--- src/sv/qrbr_pkg.sv ---
// ----------------------------------------------------------------------------
// QR band rasterizer package
// Field widths, register reset values, register indexes and the sequencer
// states shared by the band rasterizer.
// ----------------------------------------------------------------------------
package qrbr_pkg;

  localparam int unsigned MaxModulesDef = 32;

  localparam int unsigned SizeW    = 6;
  localparam int unsigned QuietW   = 4;
  localparam int unsigned DotsW    = 16;
  localparam int unsigned ModW     = 7;
  localparam int unsigned BandW    = 13;
  localparam int unsigned BandCntW = 14;
  localparam int unsigned RowIdxW  = 5;
  localparam int unsigned RowBitsW = 32;
  localparam int unsigned ByteW    = 8;
  localparam int unsigned CfgIdxW  = 2;
  localparam int unsigned DivCntW  = 4;
  localparam int unsigned BitCntW  = 3;

  localparam logic [SizeW-1:0]   SizeRst     = 6'd21;
  localparam logic [QuietW-1:0]  QuietRst    = 4'd4;
  localparam logic [DotsW-1:0]   ReservedRst = 16'd0;
  localparam logic [QuietW-1:0]  QuietMax    = 4'd8;

  // Dots per band is eight, so band arithmetic is a shift by three.
  localparam int unsigned        BandShift   = 3;
  localparam logic [ByteW-1:0]   TopDot      = 8'h80;
  localparam logic [BitCntW-1:0] LastDot     = 3'd7;
  localparam logic [DivCntW-1:0] DivLast     = 4'd15;

  typedef enum logic [CfgIdxW-1:0] {
    CFG_MATRIX_SIZE   = 2'd0,
    CFG_QUIET_ZONE    = 2'd1,
    CFG_RESERVED_DOTS = 2'd2
  } cfg_idx_e;

  typedef enum logic {
    REQ_LOAD   = 1'b0,
    REQ_COLUMN = 1'b1
  } req_e;

  typedef enum logic [3:0] {
    ST_IDLE,
    ST_DIV_SCALE,
    ST_GEOM,
    ST_CHECK,
    ST_DIV_CX,
    ST_DIV_CY,
    ST_ROW_RD,
    ST_ROW_EV,
    ST_DONE
  } state_e;

endpackage

--- src/sv/qr_module_band_rasterizer_top.sv ---
// ----------------------------------------------------------------------------
// QR module band rasterizer
// Holds a QR module matrix and turns it into 8-dot column bytes for a
// bit-image printer, with a quiet-zone border and a fitted integer scale.
// ----------------------------------------------------------------------------
// Usage: configure matrix size, quiet zone and reserved height through the
// write port while the block is idle. Then send beats on the input channel:
// a load beat writes one matrix row, a column beat asks for the column byte
// at (band, column). Every input beat yields exactly one output beat, which
// also carries scale, side, band count, fits flag and padding feed.
// The block handles one item at a time. A load runs the scale division,
// the geometry step and the row write before its output is valid. A
// column request inside the code makes three passes of the shared
// restoring divider (scale, module column, first module row) and then a
// registered row-store read and an evaluation step for each dot. A column
// request outside the code or with no fitting scale skips the later passes.
// Reset restores the default registers; the row store keeps no reset and
// must be loaded before it is read. A stalled receiver holds the result in
// the output register; the next item is accepted meanwhile and its result
// waits until the previous beat is taken.
module qr_module_band_rasterizer_top #(
  parameter int unsigned MAX_MODULES = qrbr_pkg::MaxModulesDef
) (
  input  logic                           clk_i,
  input  logic                           rst_ni,

  input  logic                           cfg_we_i,
  input  logic [qrbr_pkg::CfgIdxW-1:0]   cfg_idx_i,
  input  logic [qrbr_pkg::DotsW-1:0]     cfg_wdata_i,

  input  logic                           in_valid_i,
  output logic                           in_ready_o,
  input  logic                           in_req_type_i,
  input  logic [qrbr_pkg::RowIdxW-1:0]   in_row_index_i,
  input  logic [qrbr_pkg::RowBitsW-1:0]  in_row_bits_i,
  input  logic [qrbr_pkg::BandW-1:0]     in_band_index_i,
  input  logic [qrbr_pkg::DotsW-1:0]     in_column_index_i,

  output logic                           out_valid_o,
  input  logic                           out_ready_i,
  output logic [qrbr_pkg::ByteW-1:0]     out_column_byte_o,
  output logic [qrbr_pkg::DotsW-1:0]     out_scale_o,
  output logic [qrbr_pkg::DotsW-1:0]     out_side_dots_o,
  output logic [qrbr_pkg::BandCntW-1:0]  out_band_count_o,
  output logic                           out_fits_o,
  output logic [qrbr_pkg::DotsW-1:0]     out_pad_dots_o
);
  import qrbr_pkg::*;

  localparam int unsigned AddrW = $clog2(MAX_MODULES);

  state_e state_q, state_d;

  logic [SizeW-1:0]    cfg_size_q;
  logic [QuietW-1:0]   cfg_quiet_q;
  logic [DotsW-1:0]    cfg_resv_q;

  logic                req_q, req_d;
  logic [RowIdxW-1:0]  row_q, row_d;
  logic [RowBitsW-1:0] bits_q, bits_d;
  logic [BandW-1:0]    band_q, band_d;
  logic [DotsW-1:0]    x_q, x_d;

  logic [DotsW-1:0]    rem_q, rem_d;
  logic [DotsW-1:0]    quo_q, quo_d;
  logic [DivCntW-1:0]  cnt_q, cnt_d;

  logic [DotsW-1:0]    scale_q, scale_d;
  logic [DotsW-1:0]    side_q, side_d;
  logic [BandCntW-1:0] bands_q, bands_d;
  logic [DotsW-1:0]    pad_q, pad_d;
  logic [ModW-1:0]     cx_q, cx_d;
  logic [ModW-1:0]     cy_q, cy_d;
  logic [DotsW-1:0]    r_q, r_d;
  logic [DotsW-1:0]    y_q, y_d;
  logic [BitCntW-1:0]  bit_q, bit_d;
  logic [ByteW-1:0]    col_q, col_d;

  logic                out_valid_q, out_valid_d;
  logic [ByteW-1:0]    out_col_q, out_col_d;
  logic [DotsW-1:0]    out_scale_q, out_scale_d;
  logic [DotsW-1:0]    out_side_q, out_side_d;
  logic [BandCntW-1:0] out_bands_q, out_bands_d;
  logic [DotsW-1:0]    out_pad_q, out_pad_d;

  logic [RowBitsW-1:0] mem_q [MAX_MODULES];
  logic [RowBitsW-1:0] rd_data_q;
  logic [AddrW-1:0]    rd_addr;
  logic                mem_we;

  // Effective geometry from the configuration registers.
  logic [ModW-1:0]     size_eff;
  logic [QuietW-1:0]   quiet_eff;
  logic [ModW-1:0]     quiet_ext;
  logic [ModW-1:0]     modules;

  always_comb begin
    if (cfg_size_q == '0) begin
      size_eff = ModW'(1);
    end else if (cfg_size_q > MAX_MODULES) begin
      size_eff = ModW'(MAX_MODULES);
    end else begin
      size_eff = ModW'(cfg_size_q);
    end
  end

  assign quiet_eff = (cfg_quiet_q > QuietMax) ? QuietMax : cfg_quiet_q;
  assign quiet_ext = ModW'(quiet_eff);
  assign modules   = size_eff + {quiet_ext[ModW-2:0], 1'b0};

  // Shared restoring divider, one quotient bit per cycle.
  logic [DotsW-1:0]    div_den;
  logic [DotsW:0]      rem_sh;
  logic [DotsW:0]      div_diff;
  logic                div_take;
  logic [DotsW-1:0]    rem_nx;
  logic [DotsW-1:0]    quo_nx;
  logic                div_last;

  assign div_den  = (state_q == ST_DIV_SCALE) ? DotsW'(modules) : scale_q;
  assign rem_sh   = {rem_q, quo_q[DotsW-1]};
  assign div_diff = rem_sh - {1'b0, div_den};
  assign div_take = ~div_diff[DotsW];
  assign rem_nx   = div_take ? div_diff[DotsW-1:0] : rem_sh[DotsW-1:0];
  assign quo_nx   = {quo_q[DotsW-2:0], div_take};
  assign div_last = (cnt_q == DivLast);

  // Geometry derived from the scale.
  logic [ModW+DotsW-1:0] side_prod;
  logic [DotsW:0]        side_p7;
  logic [BandCntW-1:0]   bands_c;
  logic [DotsW-1:0]      pad_c;
  logic                  row_ok;
  logic                  col_go;

  assign side_prod = modules * scale_q;
  assign side_p7   = {1'b0, side_q} + (DotsW+1)'(7);
  assign bands_c   = side_p7[DotsW:BandShift];
  assign pad_c     = (scale_q != '0) ? cfg_resv_q - {bands_c[BandCntW-2:0], 3'b000}
                                     : cfg_resv_q;
  assign row_ok    = (row_q < MAX_MODULES);
  assign col_go    = (req_q == REQ_COLUMN) && (scale_q != '0) &&
                     (BandCntW'(band_q) < bands_c) && (x_q < side_q);

  // Dot evaluation for the current vertical position.
  logic [ModW-1:0]  mx;
  logic [ModW-1:0]  my;
  logic             my_ok;
  logic             dot_dark;
  logic [DotsW:0]   r_inc;

  assign mx    = cx_q - quiet_ext;
  assign my    = cy_q - quiet_ext;
  assign my_ok = (my < MAX_MODULES);
  assign rd_addr = my_ok ? AddrW'(my) : '0;
  assign dot_dark = (y_q < side_q) && (cx_q >= quiet_ext) && (cy_q >= quiet_ext) &&
                    (mx < size_eff) && (my < size_eff) && (mx < ModW'(RowBitsW)) &&
                    my_ok && rd_data_q[mx[RowIdxW-1:0]];
  assign r_inc = {1'b0, r_q} + (DotsW+1)'(1);

  assign mem_we = (state_q == ST_CHECK) && (req_q == REQ_LOAD) && row_ok;

  // Configuration registers.
  always_ff @(posedge clk_i or negedge rst_ni) begin
    if (!rst_ni) begin
      cfg_size_q  <= SizeRst;
      cfg_quiet_q <= QuietRst;
      cfg_resv_q  <= ReservedRst;
    end else if (cfg_we_i) begin
      unique case (cfg_idx_i)
        CFG_MATRIX_SIZE:   cfg_size_q  <= cfg_wdata_i[SizeW-1:0];
        CFG_QUIET_ZONE:    cfg_quiet_q <= cfg_wdata_i[QuietW-1:0];
        CFG_RESERVED_DOTS: cfg_resv_q  <= cfg_wdata_i;
        default: begin
        end
      endcase
    end
  end

  // Row store.
  always_ff @(posedge clk_i) begin
    if (mem_we) begin
      mem_q[AddrW'(row_q)] <= bits_q;
    end
    rd_data_q <= mem_q[rd_addr];
  end

  // Sequencer next state.
  always_comb begin
    state_d = state_q;
    unique case (state_q)
      ST_IDLE:      if (in_valid_i) state_d = ST_DIV_SCALE;
      ST_DIV_SCALE: if (div_last) state_d = ST_GEOM;
      ST_GEOM:      state_d = ST_CHECK;
      ST_CHECK:     state_d = col_go ? ST_DIV_CX : ST_DONE;
      ST_DIV_CX:    if (div_last) state_d = ST_DIV_CY;
      ST_DIV_CY:    if (div_last) state_d = ST_ROW_RD;
      ST_ROW_RD:    state_d = ST_ROW_EV;
      // The module row may change after each dot, so read it again.
      ST_ROW_EV:    state_d = (bit_q == LastDot) ? ST_DONE : ST_ROW_RD;
      ST_DONE:      if (!out_valid_q || out_ready_i) state_d = ST_IDLE;
      default:      state_d = ST_IDLE;
    endcase
  end

  // Sequencer outputs.
  always_comb begin
    in_ready_o = (state_q == ST_IDLE);
  end

  // Datapath.
  always_comb begin
    req_d   = req_q;
    row_d   = row_q;
    bits_d  = bits_q;
    band_d  = band_q;
    x_d     = x_q;
    rem_d   = rem_q;
    quo_d   = quo_q;
    cnt_d   = cnt_q;
    scale_d = scale_q;
    side_d  = side_q;
    bands_d = bands_q;
    pad_d   = pad_q;
    cx_d    = cx_q;
    cy_d    = cy_q;
    r_d     = r_q;
    y_d     = y_q;
    bit_d   = bit_q;
    col_d   = col_q;

    out_valid_d = out_valid_q;
    out_col_d   = out_col_q;
    out_scale_d = out_scale_q;
    out_side_d  = out_side_q;
    out_bands_d = out_bands_q;
    out_pad_d   = out_pad_q;

    if (out_valid_q && out_ready_i) begin
      out_valid_d = 1'b0;
    end

    case (state_q)
      ST_IDLE: begin
        if (in_valid_i) begin
          req_d  = in_req_type_i;
          row_d  = in_row_index_i;
          bits_d = in_row_bits_i;
          band_d = in_band_index_i;
          x_d    = in_column_index_i;
          rem_d  = '0;
          quo_d  = {cfg_resv_q[DotsW-1:BandShift], 3'b000};
          cnt_d  = '0;
        end
      end
      ST_DIV_SCALE: begin
        rem_d = rem_nx;
        quo_d = quo_nx;
        cnt_d = cnt_q + DivCntW'(1);
        if (div_last) begin
          scale_d = quo_nx;
        end
      end
      ST_GEOM: begin
        side_d = side_prod[DotsW-1:0];
      end
      ST_CHECK: begin
        bands_d = bands_c;
        pad_d   = pad_c;
        col_d   = '0;
        bit_d   = '0;
        y_d     = {band_q, 3'b000};
        rem_d   = '0;
        quo_d   = x_q;
        cnt_d   = '0;
      end
      ST_DIV_CX: begin
        rem_d = rem_nx;
        quo_d = quo_nx;
        cnt_d = cnt_q + DivCntW'(1);
        if (div_last) begin
          cx_d  = quo_nx[ModW-1:0];
          rem_d = '0;
          quo_d = y_q;
        end
      end
      ST_DIV_CY: begin
        rem_d = rem_nx;
        quo_d = quo_nx;
        cnt_d = cnt_q + DivCntW'(1);
        if (div_last) begin
          cy_d = quo_nx[ModW-1:0];
          r_d  = rem_nx;
        end
      end
      ST_ROW_EV: begin
        if (dot_dark) begin
          col_d = col_q | (TopDot >> bit_q);
        end
        y_d   = y_q + DotsW'(1);
        bit_d = bit_q + BitCntW'(1);
        // Step the remainder instead of dividing again for each dot row.
        if (r_inc == {1'b0, scale_q}) begin
          r_d  = '0;
          cy_d = cy_q + ModW'(1);
        end else begin
          r_d = r_inc[DotsW-1:0];
        end
      end
      ST_DONE: begin
        if (!out_valid_q || out_ready_i) begin
          out_valid_d = 1'b1;
          out_col_d   = col_q;
          out_scale_d = scale_q;
          out_side_d  = side_q;
          out_bands_d = bands_q;
          out_pad_d   = pad_q;
        end
      end
      default: begin
      end
    endcase
  end

  always_ff @(posedge clk_i or negedge rst_ni) begin
    if (!rst_ni) begin
      state_q     <= ST_IDLE;
      out_valid_q <= 1'b0;
    end else begin
      state_q     <= state_d;
      out_valid_q <= out_valid_d;
    end
  end

  always_ff @(posedge clk_i) begin
    req_q       <= req_d;
    row_q       <= row_d;
    bits_q      <= bits_d;
    band_q      <= band_d;
    x_q         <= x_d;
    rem_q       <= rem_d;
    quo_q       <= quo_d;
    cnt_q       <= cnt_d;
    scale_q     <= scale_d;
    side_q      <= side_d;
    bands_q     <= bands_d;
    pad_q       <= pad_d;
    cx_q        <= cx_d;
    cy_q        <= cy_d;
    r_q         <= r_d;
    y_q         <= y_d;
    bit_q       <= bit_d;
    col_q       <= col_d;
    out_col_q   <= out_col_d;
    out_scale_q <= out_scale_d;
    out_side_q  <= out_side_d;
    out_bands_q <= out_bands_d;
    out_pad_q   <= out_pad_d;
  end

  assign out_valid_o       = out_valid_q;
  assign out_column_byte_o = out_col_q;
  assign out_scale_o       = out_scale_q;
  assign out_side_dots_o   = out_side_q;
  assign out_band_count_o  = out_bands_q;
  assign out_fits_o        = (out_scale_q != '0);
  assign out_pad_dots_o    = out_pad_q;

  // The divider remainder always stays below the divisor in use.
  a_div_rem_bound: assert property (@(posedge clk_i) disable iff (!rst_ni)
    (state_q == ST_DIV_SCALE || state_q == ST_DIV_CX || state_q == ST_DIV_CY)
      |-> (rem_q < div_den))
    else $error("divider remainder reached the divisor");

  // An accepted beat keeps the block busy in the next cycle.
  a_busy_after_accept: assert property (@(posedge clk_i) disable iff (!rst_ni)
    (in_valid_i && in_ready_o) |=> !in_ready_o)
    else $error("block ready right after accepting a beat");

  // A code that does not fit prints nothing and has no bands.
  a_no_fit_blank: assert property (@(posedge clk_i) disable iff (!rst_ni)
    (out_valid_o && !out_fits_o)
      |-> (out_column_byte_o == '0 && out_side_dots_o == '0 && out_band_count_o == '0))
    else $error("non-fitting result carries dots or bands");

  // The bands cover the side with less than one band to spare.
  a_band_cover: assert property (@(posedge clk_i) disable iff (!rst_ni)
    (out_valid_o && out_fits_o)
      |-> (({out_band_count_o, 3'b000} >= {1'b0, out_side_dots_o}) &&
           ({out_band_count_o, 3'b000} < ({1'b0, out_side_dots_o} + 17'd8))))
    else $error("band count does not match side length");

endmodule

--- config.mk ---
export PLATFORM = sky130hd
export DESIGN_NAME = qr_module_band_rasterizer_top
export DESIGN_NICKNAME = d
export VERILOG_FILES = /design/src/sv/qrbr_pkg.sv /design/src/sv/qr_module_band_rasterizer_top.sv
export SDC_FILE = /design/constraint.sdc
export NUM_CORES = 2
export LEC_CHECK = 0
export ABC_AREA = 1
export BUFFER_PORTS_ARGS = -buffer_cell sky130_fd_sc_hd__buf_4
export CAP_MARGIN = 10
export CORE_AREA = 10 10 627 321
export DETAILED_ROUTE_END_ITERATION = 10
export DIE_AREA = 0 0 637 331
export SLEW_MARGIN = 20
export SYNTH_ARGS = -nofsm -noshare
export SYNTH_HDL_FRONTEND = slang
export SYNTH_SLANG_ARGS = --single-unit
--- constraint.sdc ---
create_clock -name clk_i -period 9.8 [get_ports clk_i]
set_input_delay 0.98 -clock clk_i [delete_from_list [all_inputs] [get_ports clk_i]]
set_output_delay 0.98 -clock clk_i [all_outputs]
set_load 0.02 [all_outputs]
==> impl_metrics.tcl <==
set metrics [dict create \
    status "finished clean" \
    largest-register "mem_q" \
    seqCellArea_um2 40900 \
    grt_util_all_layers_pct 19.5 \
    reg_top3 "mem_q (1024), bits_q (32), rd_data_q (32)" \
    yosysMostFrequentCell "inv_1" \
    clkTransAtPathRegs_ns 0.08 \
    place_congestion 0.952 \
    finalSetupViolCount 0 \
    cts_max_path_buffers 3 \
    grt_pass1_wl_um 311000 \
    yosys-top-cells-count "1332 x inv_1, 1316 x edfxtp_1, 1133 x nand2_1" \
    coreArea_um2 191000 \
    use_met1_pct 31.4 \
    holdWs_ns 0.202 \
    drive_gt1_share_pct 8.04 \
    initial_core_util_pct 34.6 \
    async_flop_share_pct 2.25 \
    crit_arrival_ns 7.04 \
    area_growth_pct 12.2 \
    num_rows 114 \
    postSynthAreaPerCell_um2 10.1 \
    die_x_um 637 \
    final_max_slew_viol_count 0 \
    ys.flop_type "edfxtp_1" \
    cp_data_required_time_ns 10.29 \
    multi_input_comb_area_um2 19000 \
    synth.top_cell.area_share_pct 59.7 \
    dp_hpwl_um 130000 \
    fp.dieH_um 331 \
    cp_max_fo 9 \
    ys_seq_area_share_pct 61.8 \
    clkLatencyLatePin_ns 0.76 \
    total_leakage_power_nw 31.3 \
    finalSetupTns_ns 0 \
    drv_cap 0 \
    synth.distinct_cells 46 \
    largest_reg_flops 1024 \
    grt_max_degree 195 \
    irDropWorstVdd_mv 0.159 \
    netlist_instances 6555 \
    n_fill_cell 18500 \
    postPlaceCellArea_um2 70200 \
    syn_nets 6826 \
    drtIter0Drc 6809 \
    cp-end-kind "register" \
    cts_tree "yes" \
    cts.sinks 1379 \
    intPower_mw 11.4 \
    dr.pass1.iters 6 \
    rsz0062_at_grt "false" \
    ctsResizeCount 0 \
    seqPwrFrac_pct 44.1 \
    htree_levels 3 \
    io_pins 163 \
    grt_busiest_layer "met1" \
    grt-ovfl-total 0 \
    post-route-util_pct 38.9 \
    p_per_area_nw_per_um2 234 \
    p_clk_share_pct 28.3 \
    finalCriticalPeriod_ns 6.55 \
    grt.met3_usage_pct 6.38 \
    die_area_um2 211000 \
    max_freq_mhz 153 \
    wirelength_um 215000 \
    swShare_pct 34.6 \
    ys_seq_elements 1379 \
    numCtsBuffers 116 \
    grt_antenna_before_repair 10 \
    timing.final.crit_share_pct 66.8 \
    fin_skew_ns 0.0772 \
    cp-start-kind "register" \
    cts.root.buffer_cell "clkbuf_16" \
    synth_area_leader_cell "edfxtp_1" \
    via_per_inst 5.31 \
    p_sw_mw 6.02 \
    p_comb_share_pct 27.6 \
    drc 0 \
    synth_top_cells_by_area "edfxtp_1 60%, nand3_1 7.6%, inv_1 7.6%" \
    netlist_area_um2 66200 \
    ys_warn_count 0 \
    hold_class "primary input to async pin" \
    maxSlewHeadroom_pct 11.1 \
    tightest_slew_ns 1.33 \
    critPathKind "register to register" \
    io_buffers 162 \
    drtAntennaViolNets 0 \
    wl_per_cell_um 23.2 \
    final_hold_viol_count 0 \
    synth-edff-count 1316 \
    fin_area_um2 74300 \
    vias 49100 \
    ctsHoldBuffers 0 \
    grt_util_met2_pct 24.9 \
    layout.nets 6848 \
    grt_pass1_vias 44800 \
    post_cts_buffers 0 \
]
[cells in the final DEF (no fill, tap or decap), types with 32 or more instances in the layout]
| master | n |
|---|---|
| clkbuf_16 | 117 |
| nor2_1 | 206 |
| nor2_4 | 37 |
| nand3_1 | 998 |
| buf_4 | 250 |
| dfxtp_1 | 32 |
| nand2_1 | 1130 |
| fa_1 | 57 |
| o21ai_0 | 86 |
| inv_1 | 1331 |
| nand4_1 | 545 |
| ha_1 | 124 |
| a21oi_1 | 88 |
| edfxtp_1 | 1316 |
| xor2_1 | 52 |
[cells by family (layout without fill, tap and decap cells)]
family,after synthesis,in the layout,synth area share [%]
fa+ha+maj,181,181,4.07
xor+xnor,73,73,0.966
simple gates,2976,2976,21.0
mux,8,8,0.134
flops,1379,1379,61.8
compound gates,231,231,1.93
other cells,0,3,0
buf+inv,1707,1832,10.1
[worst paths after layout]
path / startpoint / cells past startpoint / end / slack (ns)
min in group clk_i: in_column_index_i[14] / 1 / x_q[14] / 0.40
worst min-delay path: rst_ni / 1 / out_valid_o / 0.20
max in group asynchronous: rst_ni / 1 / cfg_resv_q[5] / 9.20
worst max register to register: cfg_quiet_q[3] / 24 / side_q[14] / 3.25
worst max-delay path: cfg_quiet_q[3] / 24 / side_q[14] / 3.25
worst min register to register: bands_q[4] / 0 / out_band_count_o[4] / 0.42
[per-stage QoR]
stage | power [mW] | instances | setup WS, ns
floorplan | 10.8 | 6555 | 4.12
global placement | 12.3 | 8996 | 3.39
detailed placement | 12.4 | 8998 | 3.53
CTS | 17.3 | 9219 | 3.49
global route | 18.3 | 9233 | 2.98
finish | 17.4 | 9235 | 3.25
[power by group through the flow]
stage	Clock (mW)	Sequential, mW	Combinational (mW)
6_report	4.92	7.67	4.81
5_1_grt	5.21	7.70	5.36
4_1_cts	4.96	7.72	4.59
3_5_place_dp	0	7.85	4.57
3_3_place_gp	0	7.85	4.47
2_1_floorplan	0	7.68	3.08
[final cells by class]
type                            instances  share of cell area [%]
Sequential cell                      1379                    55.1
Multi-Input combinational cell       3469                    25.5
Inverter                             1339                    6.79
Tap cell                             2552                    4.30
Clock buffer                          145                    4.17
Timing Repair Buffer                  272                    3.03
Clock inverter                         76                    1.11
Antenna cell                            3                  0.0101
[routing by layer]
metal	vias up	wire length, µm
li1	22100	-
met1	24100	101000
met2	2671	80800
met3	234	29300
met4	4	3670
met5	-	22
[worst max-delay path, stage by stage, from the launching register on]
cell and delay [ns]:
dfrtp_1 0.47, inv_1 0.14, nand2_1 0.27, inv_1 0.08, ha_1 0.29, a21oi_1 0.06
o21bai_1 0.23, xor2_1 0.48, clkinv_1 0.48, nor2_1 0.27, fa_1 0.43, fa_1 0.46
fa_1 0.49, inv_1 0.05, fa_1 0.47, inv_1 0.04, ha_1 0.35, nand2_1 0.09
o21ai_0 0.17, a21oi_1 0.11, o21ai_0 0.41, a21oi_1 0.12, nor2_1 0.13, nor2_1 0.06
xnor2_1 0.13
Power figures use the tool's default switching activity.
